--- src/hw/rtl/rdc_pkg.sv ---
// Shared types, codes and constants of the register-programmed DMA copier.
// No dependencies; every module imports this package.
package rdc_pkg;

    localparam int WORD_BYTES = 4;
    localparam int ADDR_WIDTH = 32;

    localparam logic [31:0] ADDR_MASK = (ADDR_WIDTH >= 32) ? 32'hFFFF_FFFF
                                        : 32'((64'd1 << ADDR_WIDTH) - 64'd1);

    localparam int QDEPTH = 4;
    localparam int QAW    = $clog2(QDEPTH);

    localparam logic [15:0] REG_SRC = 16'd0;
    localparam logic [15:0] REG_DST = 16'd4;
    localparam logic [15:0] REG_LEN = 16'd8;
    localparam logic [15:0] REG_CTL = 16'd12;

    localparam logic [3:0] CTL_BE = 4'b0001;

    typedef enum logic [1:0] {
        OP_REG_WRITE = 2'd0,
        OP_REG_READ  = 2'd1,
        OP_MEM_DATA  = 2'd2
    } t_opcode;

    typedef enum logic [1:0] {
        KIND_REG  = 2'd0,
        KIND_RD   = 2'd1,
        KIND_WR   = 2'd2,
        KIND_DONE = 2'd3
    } t_kind;

    // data is read data for a register response, write data for a write request
    typedef struct packed {
        t_kind       kind;
        logic        ok;
        logic [31:0] data;
        logic [31:0] base;
        logic [31:0] off;
        logic        irq;
    } t_result;

    typedef struct packed {
        t_result r0;
        t_result r1;
        logic    two;
    } t_entry;

    function automatic t_result mk_result(t_kind kind, logic ok, logic [31:0] data,
                                          logic [31:0] base, logic [31:0] off,
                                          logic irq);
        t_result r;
        r.kind = kind;
        r.ok   = ok;
        r.data = data;
        r.base = base;
        r.off  = off;
        r.irq  = irq;
        return r;
    endfunction

endpackage

--- src/hw/rtl/rdc_in_if.sv ---
// Request channel of the DMA copier: bus accesses and returned memory words.
// Plain valid/ready interface, no dependencies.
interface rdc_in_if;
    logic        valid;
    logic        ready;
    logic [1:0]  opcode;
    logic [15:0] reg_offset;
    logic [3:0]  lane_en;
    logic [31:0] write_data;
    logic [31:0] mem_read_data;
    logic        mem_read_error;

    modport source (output valid, opcode, reg_offset, lane_en, write_data,
                    mem_read_data, mem_read_error, input ready);
    modport sink   (input valid, opcode, reg_offset, lane_en, write_data,
                    mem_read_data, mem_read_error, output ready);
endinterface

--- src/hw/rtl/rdc_out_if.sv ---
// Response channel of the DMA copier: register responses and memory requests.
// Plain valid/ready interface, no dependencies.
interface rdc_out_if;
    logic        valid;
    logic        ready;
    logic [1:0]  kind;
    logic        access_ok;
    logic [31:0] read_data;
    logic [31:0] mem_address;
    logic [31:0] mem_write_data;
    logic        irq_level;
    logic        last;

    modport source (output valid, kind, access_ok, read_data, mem_address,
                    mem_write_data, irq_level, last, input ready);
    modport sink   (input valid, kind, access_ok, read_data, mem_address,
                    mem_write_data, irq_level, last, output ready);
endinterface

--- src/hw/rtl/rdc_front.sv ---
// Front end: accepts requests, owns the register file and copy state, and turns
// each request but stray memory data into a one- or two-result entry. Uses rdc_pkg.
module rdc_front import rdc_pkg::*; (
    input  logic   i_clk,
    input  logic   i_rst_n,
    input  logic   i_cfg_we,
    input  logic   i_cfg_wdata,
    rdc_in_if.sink i_req,
    input  logic   i_q_full,
    output logic   o_push,
    output t_entry o_entry
);

    logic        r_big, n_big;
    logic [31:0] r_src, n_src;
    logic [31:0] r_dst, n_dst;
    logic [31:0] r_len, n_len;
    logic [31:0] r_off, n_off;
    logic        r_start, n_start;
    logic        r_irq, n_irq;

    logic        accept;
    logic [7:0]  ctl_byte;
    logic [7:0]  ctl_wbyte;
    logic [32:0] off_sum;
    logic [31:0] off_inc;
    logic        ok;

    assign i_req.ready = !i_q_full;
    assign accept      = i_req.valid && i_req.ready;

    assign ctl_byte  = {3'b000, r_irq, 3'b000, r_start};
    assign ctl_wbyte = r_big ? i_req.write_data[31:24] : i_req.write_data[7:0];

    // saturate so the end test never sees a wrapped offset
    assign off_sum = {1'b0, r_off} + 33'(WORD_BYTES);
    assign off_inc = off_sum[32] ? 32'hFFFF_FFFF : off_sum[31:0];

    always_comb begin
        n_big   = i_cfg_we ? i_cfg_wdata : r_big;
        n_src   = r_src;
        n_dst   = r_dst;
        n_len   = r_len;
        n_off   = r_off;
        n_start = r_start;
        n_irq   = r_irq;
        ok      = 1'b1;
        o_push  = 1'b0;
        o_entry = '0;
        if (accept) begin
            unique case (i_req.opcode)
                OP_REG_WRITE: begin
                    o_push = 1'b1;
                    priority if (i_req.reg_offset == REG_SRC) begin
                        n_src = i_req.write_data;
                    end else if (i_req.reg_offset == REG_DST) begin
                        n_dst = i_req.write_data;
                    end else if (i_req.reg_offset == REG_LEN) begin
                        n_len = i_req.write_data;
                    end else if (i_req.reg_offset == REG_CTL &&
                                 i_req.lane_en == CTL_BE) begin
                        if (ctl_wbyte[0] && !r_start) begin
                            n_start     = 1'b1;
                            n_off       = '0;
                            o_entry.two = 1'b1;
                        end
                        if (!ctl_wbyte[4]) begin
                            n_irq = 1'b0;
                        end
                    end else begin
                        ok = 1'b0;
                    end
                    o_entry.r0 = mk_result(KIND_REG, ok, '0, '0, '0, n_irq);
                    if (o_entry.two) begin
                        // zero length: finish at once on an empty transfer
                        if (r_len == '0) begin
                            n_start    = 1'b0;
                            n_irq      = 1'b1;
                            o_entry.r1 = mk_result(KIND_DONE, 1'b0, '0, '0, '0, 1'b1);
                        end else begin
                            o_entry.r1 = mk_result(KIND_RD, 1'b0, '0, r_src, '0, n_irq);
                        end
                    end
                end
                OP_REG_READ: begin
                    o_push = 1'b1;
                    priority if (i_req.reg_offset == REG_SRC) begin
                        o_entry.r0 = mk_result(KIND_REG, 1'b1, r_src, '0, '0, r_irq);
                    end else if (i_req.reg_offset == REG_DST) begin
                        o_entry.r0 = mk_result(KIND_REG, 1'b1, r_dst, '0, '0, r_irq);
                    end else if (i_req.reg_offset == REG_LEN) begin
                        o_entry.r0 = mk_result(KIND_REG, 1'b1, r_len, '0, '0, r_irq);
                    end else if (i_req.reg_offset == REG_CTL &&
                                 i_req.lane_en == CTL_BE) begin
                        o_entry.r0 = mk_result(KIND_REG, 1'b1,
                                               r_big ? {ctl_byte, 24'd0} : {24'd0, ctl_byte},
                                               '0, '0, r_irq);
                    end else begin
                        o_entry.r0 = mk_result(KIND_REG, 1'b0, '0, '0, '0, r_irq);
                    end
                end
                OP_MEM_DATA: begin
                    // drop stray data when no transfer runs
                    if (r_start) begin
                        t_result adv;
                        o_push = 1'b1;
                        n_off  = off_inc;
                        if (off_inc >= r_len) begin
                            n_start = 1'b0;
                            n_irq   = 1'b1;
                            adv     = mk_result(KIND_DONE, 1'b0, '0, '0, '0, 1'b1);
                        end else begin
                            adv = mk_result(KIND_RD, 1'b0, '0, r_src, off_inc, r_irq);
                        end
                        if (!i_req.mem_read_error) begin
                            o_entry.r0  = mk_result(KIND_WR, 1'b0, i_req.mem_read_data,
                                                    r_dst, r_off, r_irq);
                            o_entry.r1  = adv;
                            o_entry.two = 1'b1;
                        end else begin
                            o_entry.r0 = adv;
                        end
                    end
                end
                default: begin
                    o_push = 1'b0;
                end
            endcase
        end
    end

    always_ff @(posedge i_clk) begin
        if (!i_rst_n) begin
            r_big   <= 1'b0;
            r_src   <= '0;
            r_dst   <= '0;
            r_len   <= '0;
            r_off   <= '0;
            r_start <= 1'b0;
            r_irq   <= 1'b0;
        end else begin
            r_big   <= n_big;
            r_src   <= n_src;
            r_dst   <= n_dst;
            r_len   <= n_len;
            r_off   <= n_off;
            r_start <= n_start;
            r_irq   <= n_irq;
        end
    end

endmodule

--- src/hw/rtl/rdc_queue.sv ---
// Short FIFO of result entries between front and back ends.
// Register based, QDEPTH entries from rdc_pkg.
module rdc_queue import rdc_pkg::*; (
    input  logic   i_clk,
    input  logic   i_rst_n,
    input  logic   i_push,
    input  t_entry i_entry,
    input  logic   i_pop,
    output logic   o_full,
    output logic   o_nonempty,
    output t_entry o_head
);

    t_entry         r_mem [QDEPTH];
    logic [QAW-1:0] r_wp, n_wp;
    logic [QAW-1:0] r_rp, n_rp;
    logic [QAW:0]   r_count, n_count;
    logic           do_pop;

    assign o_full     = (r_count == (QAW+1)'(QDEPTH));
    assign o_nonempty = (r_count != '0);
    assign o_head     = r_mem[r_rp];
    assign do_pop     = i_pop && o_nonempty;

    always_comb begin
        n_wp    = i_push ? QAW'(r_wp + 1'b1) : r_wp;
        n_rp    = do_pop ? QAW'(r_rp + 1'b1) : r_rp;
        n_count = r_count + (QAW+1)'(i_push) - (QAW+1)'(do_pop);
    end

    always_ff @(posedge i_clk) begin
        if (!i_rst_n) begin
            r_wp    <= '0;
            r_rp    <= '0;
            r_count <= '0;
        end else begin
            r_wp    <= n_wp;
            r_rp    <= n_rp;
            r_count <= n_count;
        end
    end

    always_ff @(posedge i_clk) begin
        if (i_push) begin
            r_mem[r_wp] <= i_entry;
        end
    end

    a_no_overflow: assert property (@(posedge i_clk) disable iff (!i_rst_n)
        !(i_push && o_full))
        else $error("push into full result queue");

    a_count_range: assert property (@(posedge i_clk) disable iff (!i_rst_n)
        r_count <= (QAW+1)'(QDEPTH))
        else $error("result queue count out of range");

    a_pop_needs_data: assert property (@(posedge i_clk) disable iff (!i_rst_n)
        (r_count == '0) |-> !do_pop)
        else $error("pop from empty result queue");

endmodule

--- src/hw/rtl/rdc_back.sv ---
// Back end: plays the head queue entry out as one or two responses,
// forming addresses and zeroing unused fields. Uses rdc_pkg.
module rdc_back import rdc_pkg::*; (
    input  logic         i_clk,
    input  logic         i_rst_n,
    input  logic         i_nonempty,
    input  t_entry       i_head,
    output logic         o_pop,
    rdc_out_if.source    o_rsp
);

    logic    r_sel, n_sel;
    t_result cur;
    logic    last;
    logic    fire;

    assign cur  = r_sel ? i_head.r1 : i_head.r0;
    assign last = r_sel || !i_head.two;
    assign fire = o_rsp.valid && o_rsp.ready;

    assign o_rsp.valid          = i_nonempty;
    assign o_rsp.kind           = cur.kind;
    assign o_rsp.access_ok      = cur.ok;
    assign o_rsp.read_data      = (cur.kind == KIND_REG) ? cur.data : '0;
    assign o_rsp.mem_write_data = (cur.kind == KIND_WR) ? cur.data : '0;
    assign o_rsp.mem_address    = (cur.base + cur.off) & ADDR_MASK;
    assign o_rsp.irq_level      = cur.irq;
    assign o_rsp.last           = last;

    // release the entry after its final response
    assign o_pop = fire && last;

    always_comb begin
        n_sel = r_sel;
        if (fire) begin
            n_sel = !last;
        end
    end

    always_ff @(posedge i_clk) begin
        if (!i_rst_n) begin
            r_sel <= 1'b0;
        end else begin
            r_sel <= n_sel;
        end
    end

    a_second_kind: assert property (@(posedge i_clk) disable iff (!i_rst_n)
        (o_rsp.valid && r_sel) |-> (cur.kind == KIND_RD || cur.kind == KIND_DONE))
        else $error("second response of an entry is not a read request or done");

    a_sel_follows: assert property (@(posedge i_clk) disable iff (!i_rst_n)
        (fire && !last) |=> (r_sel && o_rsp.valid))
        else $error("second response lost after first was taken");

    a_sel_only_pair: assert property (@(posedge i_clk) disable iff (!i_rst_n)
        r_sel |-> (i_nonempty && i_head.two))
        else $error("second-half select without a two-result entry");

endmodule

--- src/hw/rtl/register_programmed_dma_copier.sv ---
// Channel    Dir  Handshake          Payload
// i_req      in   valid/ready        opcode, reg_offset, lane_en, write/mem data, error
// o_rsp      out  valid/ready        kind, access_ok, read_data, mem_address, write data, irq
// cfg        in   i_cfg_we           i_cfg_wdata (big endian control byte)
//
// A request is taken every cycle while the result queue has room; its one or
// two results leave one per cycle while o_rsp is ready, so single-result requests
// sustain one per cycle and a two-result request holds the back end for both responses.
// Each entry is written into the queue registers between acceptance and its first response.
// The four-entry result queue lets the request side run on while the response
// side is stalled. Synchronous active-low reset clears the registers and the
// queue pointers; queue storage is left as it is.
module register_programmed_dma_copier import rdc_pkg::*; (
    input  logic       i_clk,
    input  logic       i_rst_n,
    input  logic       i_cfg_we,
    input  logic       i_cfg_wdata,
    rdc_in_if.sink     i_req,
    rdc_out_if.source  o_rsp
);

    logic   push;
    t_entry entry;
    logic   q_full;
    logic   q_nonempty;
    t_entry head;
    logic   pop;

    rdc_front u_front (
        .i_clk       (i_clk),
        .i_rst_n     (i_rst_n),
        .i_cfg_we    (i_cfg_we),
        .i_cfg_wdata (i_cfg_wdata),
        .i_req       (i_req),
        .i_q_full    (q_full),
        .o_push      (push),
        .o_entry     (entry)
    );

    rdc_queue u_queue (
        .i_clk      (i_clk),
        .i_rst_n    (i_rst_n),
        .i_push     (push),
        .i_entry    (entry),
        .i_pop      (pop),
        .o_full     (q_full),
        .o_nonempty (q_nonempty),
        .o_head     (head)
    );

    rdc_back u_back (
        .i_clk      (i_clk),
        .i_rst_n    (i_rst_n),
        .i_nonempty (q_nonempty),
        .i_head     (head),
        .o_pop      (pop),
        .o_rsp      (o_rsp)
    );

endmodule
--- src/flat_wrapper.sv ---
// flat-port wrapper written by rule: the top's interface ports become plain ports
module register_programmed_dma_copier_flat import rdc_pkg::*;
  (i_clk, i_rst_n, i_cfg_we, i_cfg_wdata, i_req_valid, i_req_opcode, i_req_reg_offset, i_req_lane_en, i_req_write_data, i_req_mem_read_data, i_req_mem_read_error, i_req_ready, o_rsp_valid, o_rsp_kind, o_rsp_access_ok, o_rsp_read_data, o_rsp_mem_address, o_rsp_mem_write_data, o_rsp_irq_level, o_rsp_last, o_rsp_ready);
  rdc_in_if i_req_i ();
  rdc_out_if o_rsp_i ();
  input  logic i_clk;
  input  logic i_rst_n;
  input  logic i_cfg_we;
  input  logic i_cfg_wdata;
  input wire logic [$bits(i_req_i.valid)-1:0] i_req_valid;
  input wire logic [$bits(i_req_i.opcode)-1:0] i_req_opcode;
  input wire logic [$bits(i_req_i.reg_offset)-1:0] i_req_reg_offset;
  input wire logic [$bits(i_req_i.lane_en)-1:0] i_req_lane_en;
  input wire logic [$bits(i_req_i.write_data)-1:0] i_req_write_data;
  input wire logic [$bits(i_req_i.mem_read_data)-1:0] i_req_mem_read_data;
  input wire logic [$bits(i_req_i.mem_read_error)-1:0] i_req_mem_read_error;
  output wire logic [$bits(i_req_i.ready)-1:0] i_req_ready;
  output wire logic [$bits(o_rsp_i.valid)-1:0] o_rsp_valid;
  output wire logic [$bits(o_rsp_i.kind)-1:0] o_rsp_kind;
  output wire logic [$bits(o_rsp_i.access_ok)-1:0] o_rsp_access_ok;
  output wire logic [$bits(o_rsp_i.read_data)-1:0] o_rsp_read_data;
  output wire logic [$bits(o_rsp_i.mem_address)-1:0] o_rsp_mem_address;
  output wire logic [$bits(o_rsp_i.mem_write_data)-1:0] o_rsp_mem_write_data;
  output wire logic [$bits(o_rsp_i.irq_level)-1:0] o_rsp_irq_level;
  output wire logic [$bits(o_rsp_i.last)-1:0] o_rsp_last;
  input wire logic [$bits(o_rsp_i.ready)-1:0] o_rsp_ready;
  assign i_req_i.valid = i_req_valid;
  assign i_req_i.opcode = i_req_opcode;
  assign i_req_i.reg_offset = i_req_reg_offset;
  assign i_req_i.lane_en = i_req_lane_en;
  assign i_req_i.write_data = i_req_write_data;
  assign i_req_i.mem_read_data = i_req_mem_read_data;
  assign i_req_i.mem_read_error = i_req_mem_read_error;
  assign i_req_ready = i_req_i.ready;
  assign o_rsp_valid = o_rsp_i.valid;
  assign o_rsp_kind = o_rsp_i.kind;
  assign o_rsp_access_ok = o_rsp_i.access_ok;
  assign o_rsp_read_data = o_rsp_i.read_data;
  assign o_rsp_mem_address = o_rsp_i.mem_address;
  assign o_rsp_mem_write_data = o_rsp_i.mem_write_data;
  assign o_rsp_irq_level = o_rsp_i.irq_level;
  assign o_rsp_last = o_rsp_i.last;
  assign o_rsp_i.ready = o_rsp_ready;
  register_programmed_dma_copier u_core (.i_clk(i_clk), .i_rst_n(i_rst_n), .i_cfg_we(i_cfg_we), .i_cfg_wdata(i_cfg_wdata), .i_req(i_req_i), .o_rsp(o_rsp_i));
endmodule
--- config.mk ---
export PLATFORM = sky130hd
export DESIGN_NAME = register_programmed_dma_copier_flat
export DESIGN_NICKNAME = d
export VERILOG_FILES = /design/src/hw/rtl/rdc_pkg.sv /design/src/hw/rtl/rdc_in_if.sv /design/src/hw/rtl/rdc_out_if.sv /design/src/hw/rtl/rdc_front.sv /design/src/hw/rtl/rdc_queue.sv /design/src/hw/rtl/rdc_back.sv /design/src/hw/rtl/register_programmed_dma_copier.sv /design/src/flat_wrapper.sv
export SDC_FILE = /design/constraint.sdc
export NUM_CORES = 1
export LEC_CHECK = 0
export BUFFER_PORTS_ARGS = -buffer_cell sky130_fd_sc_hd__buf_2
export CORE_MARGIN = 5
export CORE_UTILIZATION = 66
export DETAILED_ROUTE_END_ITERATION = 8
export PLACE_DENSITY = 0.85
export SYNTH_ARGS = -nofsm -noshare
export SYNTH_HDL_FRONTEND = slang
export SYNTH_SLANG_ARGS = --single-unit
export TNS_END_PERCENT = 1
--- constraint.sdc ---
create_clock -name i_clk -period 15.9 [get_ports i_clk]
set_input_delay 0.795 -clock i_clk [delete_from_list [all_inputs] [get_ports i_clk]]
set_output_delay 0.795 -clock i_clk [all_outputs]
set_load 0.05 [all_outputs]
==> reports/summary.txt, run 1 <==
Crit Path Max Fanout = 99
Antenna diode count = 0
FILL cells = 3,319
Hpwl dp = 61.4 mm
Most frequent cells in the layout = edfxtp_1, nand2_1, buf_2
Skew final = 22.6 ps
Unique masters post-synth = 69
Sw frac = 37.0%
Post-layout min period = 7750 ps
CP required = 15,110 ps
Final period utilization = 48.8%
Share of cells above drive strength 1 = 17.9%
Mapped Nets = 2,965
Register-to-register setup slack = 9240 ps
Clk_lat worst skew = 630 ps
Post-synthesis register bit count = 809
GRT Total Usage = 32.7%
Seq/Total Area, Yosys = 62.3%
Final hold violations = 0
Cell chain of the critical path = buf_4 -> buf_12 -> mux4_2 -> nand2_1 -> nand2_1 -> ha_1 -> nand2_1 -> o21ai_0 -> a2111oi_0 -> a211oi_1 -> o21ai_0 -> o21ai_0 -> a21oi_1 -> xnor2_1 -> buf_2
Placed cell count = 3,600
Synth Warn # = 0
Global-route wire length before repair = 151 mm
Syn Area/Cell = 13.1 µm²
Combinational Power Share = 34.5%
Drt drc = 0
Largest net degree at the start of global routing = 134
Fin util = 74.0%
Area fraction of the dominant cell type after synthesis = 54.6%
Critical Path Sink Type = output port
Final estimated routing congestion in global placement = 0.910
Antenna Nets Post-Route = 0
I/O pin count = 196
H-tree depth = 3
Grt total ovfl = 0
Post-synth EDFFs = 668
Initial antenna violation count = 3
Non-filler cells, final = 3,745
Vias in the first global route = 25.2k
Fmax achieved = 129 MHz
Postcts setup bufs = 0
Final net count = 3,098
Port bufs = 195
Syn Std Cell Area = 36,700 µm²
Area Growth Syn to Fin = 11.0%
Die height = 246 µm
CP delay by family, top = compound AO/OA/AOI/OAI gates
Worst path max stage delay = 830 ps
Maximum VDD drop = 0.172 mV
Switching power = 0.00240 W
Max-cap viol count = 0
Die area = 60,400 µm²
WP data arrival = 6960 ps
Pins Over Slew Limit = 0
Critical Path Source Type = flop
WL final = 99.9 mm
Clock sinks = 809
Drt pass-1 iters = 6
Synth area leader = edfxtp_1
Fin Hold WS = 445 ps
Clock power share = 28.4%
Pwr per Cell Area = 159 nW/µm²
Bufs on Longest Clock Path = 3
Status = complete, no violations
Clk root buf = clkbuf_16
Measured slew at the worst slew-check pin = 1290 ps
Final setup violation count = 0
Cts repair resizes = 0
Most common library cell in the layout ignoring fill and taps = edfxtp_1
Die W = 246 µm
Via-to-Cell Ratio = 6.80
Core area = 55,100 µm²
Setup CP Type = flop to output port
Leak = 14.0 nW
Vias = 25.5k
Dominant cells by area after synthesis = edfxtp_1, mux4_2, dfxtp_1
FFs w/ async S/R, synth = 0%
TritonCTS clock tree = done
Post-synthesis cell count = 2,800
Crit-path slowest cell = a211oi_1
Worst path bufs/invs = 3
Num CTS Buffers = 79
Main synth FF type = edfxtp_1
Clock Pin Slew Worst Setup and Hold Paths = 60 ps
P_int = 0.00408 W
DR iter-0 viols = 3,881
RSZ-0062 raised after global routing = false
Headroom to the max-slew limit = 13.7%
Initial core utilization = 66.6%
Number of hold buffers added after cts = 0
Register share of total power = 37.1%
Min-delay worst type = primary input to flop
Rows = 86
Wire per inst = 26.7 µm
Setup_tns = 0 ps
## Yosys cell counts (17+ instances only)
cell type  count
edfxtp_1     668
nand2_1      526
mux4_2       167
nor2_1       149
dfxtp_1      141
a21oi_1      121
clkbuf_1     110
a21boi_0     103
nor2b_1       73
ha_1          70
o21ai_0       67
nand4_1       64
nand2b_1      58
inv_1         56
a22oi_1       55
buf_2         44
mux2i_1       41
xnor2_1       31
nand3_1       28
buf_1         23
and2_1        22
xor2_1        18
a21o_1        17
and3_1        17
## cells by family (layout without fill, tap and decap cells)
family,after synthesis,count (layout),share of synthesized area [%]
xor gates and xnor gates,49,49,1.17
muxes,208,208,11.4
buffers and inverters,236,433,2.61
DFF,809,809,62.3
AOI/OAI and AO/OA,432,432,7.70
and+or+nand+nor,994,994,12.3
adders and majority gates,72,72,2.49
## power groups by stage
stage / logic [W] / clock network [W] / registers (W)
floorplan: 0.00170 / 0 / 0.00242
global placement: 0.00218 / 0 / 0.00244
detailed placement: 0.00221 / 0 / 0.00245
CTS: 0.00223 / 0.00184 / 0.00240
global route: 0.00237 / 0.00193 / 0.00241
finish: 0.00223 / 0.00184 / 0.00240
## worst register-to-register path, delay by kind of cell, from the launching register on
kind | cells | cell delay (ps)
DFF | 1 | 470
AOI/OAI and AO/OA | 6 | 2390
adders and majority gates | 2 | 630
and+or+nand+nor | 6 | 2220
buffers and inverters | 1 | 660
## flip-flops by register name, summed over array words and instances (netlist names), 2 cells and up, named ones only
register	count
u_core.u_queue.r_mem	668
u_core.u_front.r_dst	32
u_core.u_front.r_len	32
u_core.u_front.r_off	32
u_core.u_front.r_src	32
u_core.u_queue.r_count	3
u_core.u_queue.r_rp	2
u_core.u_queue.r_wp	2
## final timing paths
path	from	endpoint	cells past startpoint
hold / removal	i_req_write_data[18]	u_core.u_front.r_src[18]$_SDFFE_PN0P_	3
setup reg to reg	u_core.u_front.r_off[2]$_SDFFE_PN0P_	u_core.u_queue.r_mem[3][125]$_DFFE_PP_	15
setup / recovery	flop	o_rsp_mem_address[30]	15
hold reg to reg	u_core.u_front.r_dst[22]$_SDFFE_PN0P_	u_core.u_front.r_dst[22]$_SDFFE_PN0P_	2
## layer usage
layer,up-vias,global-route usage [%],part of all wire [%]
met5,-,0,0.046
met1,12300,44.0,35
met2,2089,51.9,48
li1,10700,-,-
met3,362,7.55,12
met4,6,14.7,5.1
## cell type report
| cell class | count | area [µm²] | area share (%) |
|---|---|---|---|
| Tap cell | 748 | 936 | 2.30 |
| Multi-Input combinational cell | 1755 | 12900 | 31.7 |
| Clock buffer | 108 | 2150 | 5.27 |
| Sequential cell | 809 | 22900 | 56.2 |
| Clock inverter | 37 | 349 | 0.857 |
| Inverter | 56 | 211 | 0.519 |
| Timing Repair Buffer | 232 | 1280 | 3.14 |
## metrics by stage
step	setup WS, ps	area (µm²)	power (W)
6_report	8150	40800	0.00647
5_1_grt	7560	40800	0.00671
4_1_cts	7990	40800	0.00648
3_5_place_dp	8680	38300	0.00466
3_3_place_gp	8700	38300	0.00462
2_1_floorplan	9960	36700	0.00413
(Power assumes the default switching activity.)
==> inputs of run 2 (changes only) <==
--- a/config.mk
+++ b/config.mk
@@ -7,9 +7,9 @@
 export LEC_CHECK = 0
 export BUFFER_PORTS_ARGS = -buffer_cell sky130_fd_sc_hd__buf_2
 export CORE_MARGIN = 5
-export CORE_UTILIZATION = 66
+export CORE_UTILIZATION = 61
 export DETAILED_ROUTE_END_ITERATION = 8
-export PLACE_DENSITY = 0.85
+export PLACE_DENSITY = 0.8
 export SYNTH_ARGS = -nofsm -noshare
 export SYNTH_HDL_FRONTEND = slang
 export SYNTH_SLANG_ARGS = --single-unit
==> constraint.sdc (replaced) <==
create_clock -name i_clk -period 7.82 [get_ports i_clk]
set_input_delay 0.391 -clock i_clk [delete_from_list [all_inputs] [get_ports i_clk]]
set_output_delay 0.391 -clock i_clk [all_outputs]
set_load 0.05 [all_outputs]
==> run 2 against run 1 <==
  * Clock skew shrank 0.90 ps
  * Critical path depth shrank 1
  * Via count shrank 1.6%
  * Setup slack lost 6900 ps
  * Flip-flop and latch count is the same
  * Clock power grew 110%
  * Combinational power grew 100%
  * Cell count grew 1.1%
  * Die area grew 7.9%
  * Final area grew 0.66%
  * Sequential power grew 100%
  * Critical path type unchanged
==> reports/summary.txt, run 2 (synthesis gave the netlist of run 1 again) <==
Die height = 255 µm
DR iter-0 viols = 3,484
Final estimated routing congestion in global placement = 0.939
Post-layout min period = 6540 ps
Wire per inst = 26.2 µm
Grt total ovfl = 0
Multi-input logic area = 12,900 µm²
Drt drc = 0
Clock Pin Slew Worst Setup and Hold Paths = 60 ps
Global-route wire length before repair = 151 mm
Most frequent cells in the layout = edfxtp_1, nand2_1, buf_2
Maximum VDD drop = 0.280 mV
Setup_tns = 0 ps
Skew final = 21.7 ps
Drt pass-1 iters = 6
Most common library cell in the layout ignoring fill and taps = edfxtp_1
Top reg by flops = u_core.u_queue.r_mem
Die area = 65,200 µm²
Number of hold buffers added after cts = 0
Final net count = 3,101
I/O pin count = 196
R2r worst-path depth = 17
Switching power = 0.00491 W
Rows = 90
Register share of total power = 36.6%
Critical Path Source Type = flop
Combinational Power Share = 34.2%
FILL cells = 3,980
Register-to-register setup slack = 1930 ps
WL final = 99.1 mm
Hold Path Depth = 3
Pwr per Cell Area = 326 nW/µm²
Antenna Nets Post-Route = 0
Clock power share = 29.2%
Flip-flop and latch area = 22,900 µm²
TritonCTS clock tree = done
Leak = 14.1 nW
Placed Area = 38,300 µm²
Initial core utilization = 61.2%
Sw frac = 36.8%
Vias = 25.1k
Hpwl dp = 61.3 mm
Placed cell count = 3,635
Final period utilization = 83.6%
Crit Path Max Fanout = 47
Critical Path Sink Type = output port
CP required = 7430 ps
Pins Over Slew Limit = 0
Min-delay worst type = primary input to flop
Area Growth Syn to Fin = 11.7%
Max-cap viol count = 0
P_int = 0.00844 W
Share of cells above drive strength 1 = 18.3%
Initial antenna violation count = 6
Port bufs = 195
Post-route cell area = 41,000 µm²
Setup CP Type = flop to output port
GRT Total Usage = 29.8%
Clock sinks = 809
H-tree depth = 3
Largest net degree at the start of global routing = 157
Clk root buf = clkbuf_16
Die W = 255 µm
Fmax achieved = 153 MHz
Core area = 60,000 µm²
RSZ-0062 raised after global routing = false
Num CTS Buffers = 81
Clk_lat worst skew = 630 ps
Non-filler cells, final = 3,788
Status = complete, no violations
Max reg flops = 668
Headroom to the max-slew limit = 8.98%
Final hold violations = 0
Cts repair resizes = 0
Via-to-Cell Ratio = 6.61
Bufs on Longest Clock Path = 3
Measured slew at the worst slew-check pin = 1360 ps
WP data arrival = 6150 ps
Vias in the first global route = 24.9k
Final setup violation count = 0
Fin Hold WS = 43.3 ps
Postcts setup bufs = 0
run 2: layer usage:
metal  wire length, µm  track usage (%)  up-vias
met5                 0                0        -
met2             47300             47.3     1696
met1             37500             41.6    12400
met4              4310             12.1        0
li1                  -                -    10700
met3             10000             5.36      287
run 2: worst max-delay path, cell delays in order, from the launching register on:
cell,delay [ps]
dfxtp_4,960
buf_4,410
mux4_2,540
nand2_1,80
nand2_1,60
ha_1,360
a21oi_1,200
o21ai_0,170
a2111oi_0,890
a211oi_1,400
o21ai_0,520
o21ai_0,180
a21oi_1,210
xnor2_1,170
buf_2,310
run 2: final cells by class:
cell class              count  area share [%]
well taps                 782            2.39
diodes                      3          0.0183
flip-flops and latches    809            55.8
inverters                  56           0.515
multi-input cells        1755            31.5
clock buffers             108            5.41
clock inverters            42            1.12
repair buffers            233            3.20
run 2: metrics by stage:
stage,util (%),total power [W],setup WS [ps]
2_1_floorplan,-,0.00839,1960
3_3_place_gp,63.9,0.00944,1890
3_5_place_dp,63.9,0.00951,1890
4_1_cts,68.3,0.0134,1200
5_1_grt,68.3,0.0139,638
6_report,68.4,0.0134,1280
run 2: path summary, 6_finish.rpt:
path / start / to
worst max-delay path: flop / o_rsp_mem_address[30]
worst min-delay path: i_req_write_data[27] / u_core.u_front.r_dst[27]$_SDFFE_PN0P_
worst max register to register: u_core.u_front.r_off[2]$_SDFFE_PN0P_ / u_core.u_queue.r_mem[0][123]$_DFFE_PP_
worst min register to register: u_core.u_front.r_dst[18]$_SDFFE_PN0P_ / u_core.u_front.r_dst[18]$_SDFFE_PN0P_
run 2: power by group through the flow:
stage	Sequential (W)	Clock (W)	Combinational [W]
global route	0.00490	0.00412	0.00484
global placement	0.00497	0	0.00447
finish	0.00489	0.00390	0.00456
floorplan	0.00493	0	0.00346
detailed placement	0.00498	0	0.00453
CTS	0.00489	0.00394	0.00456
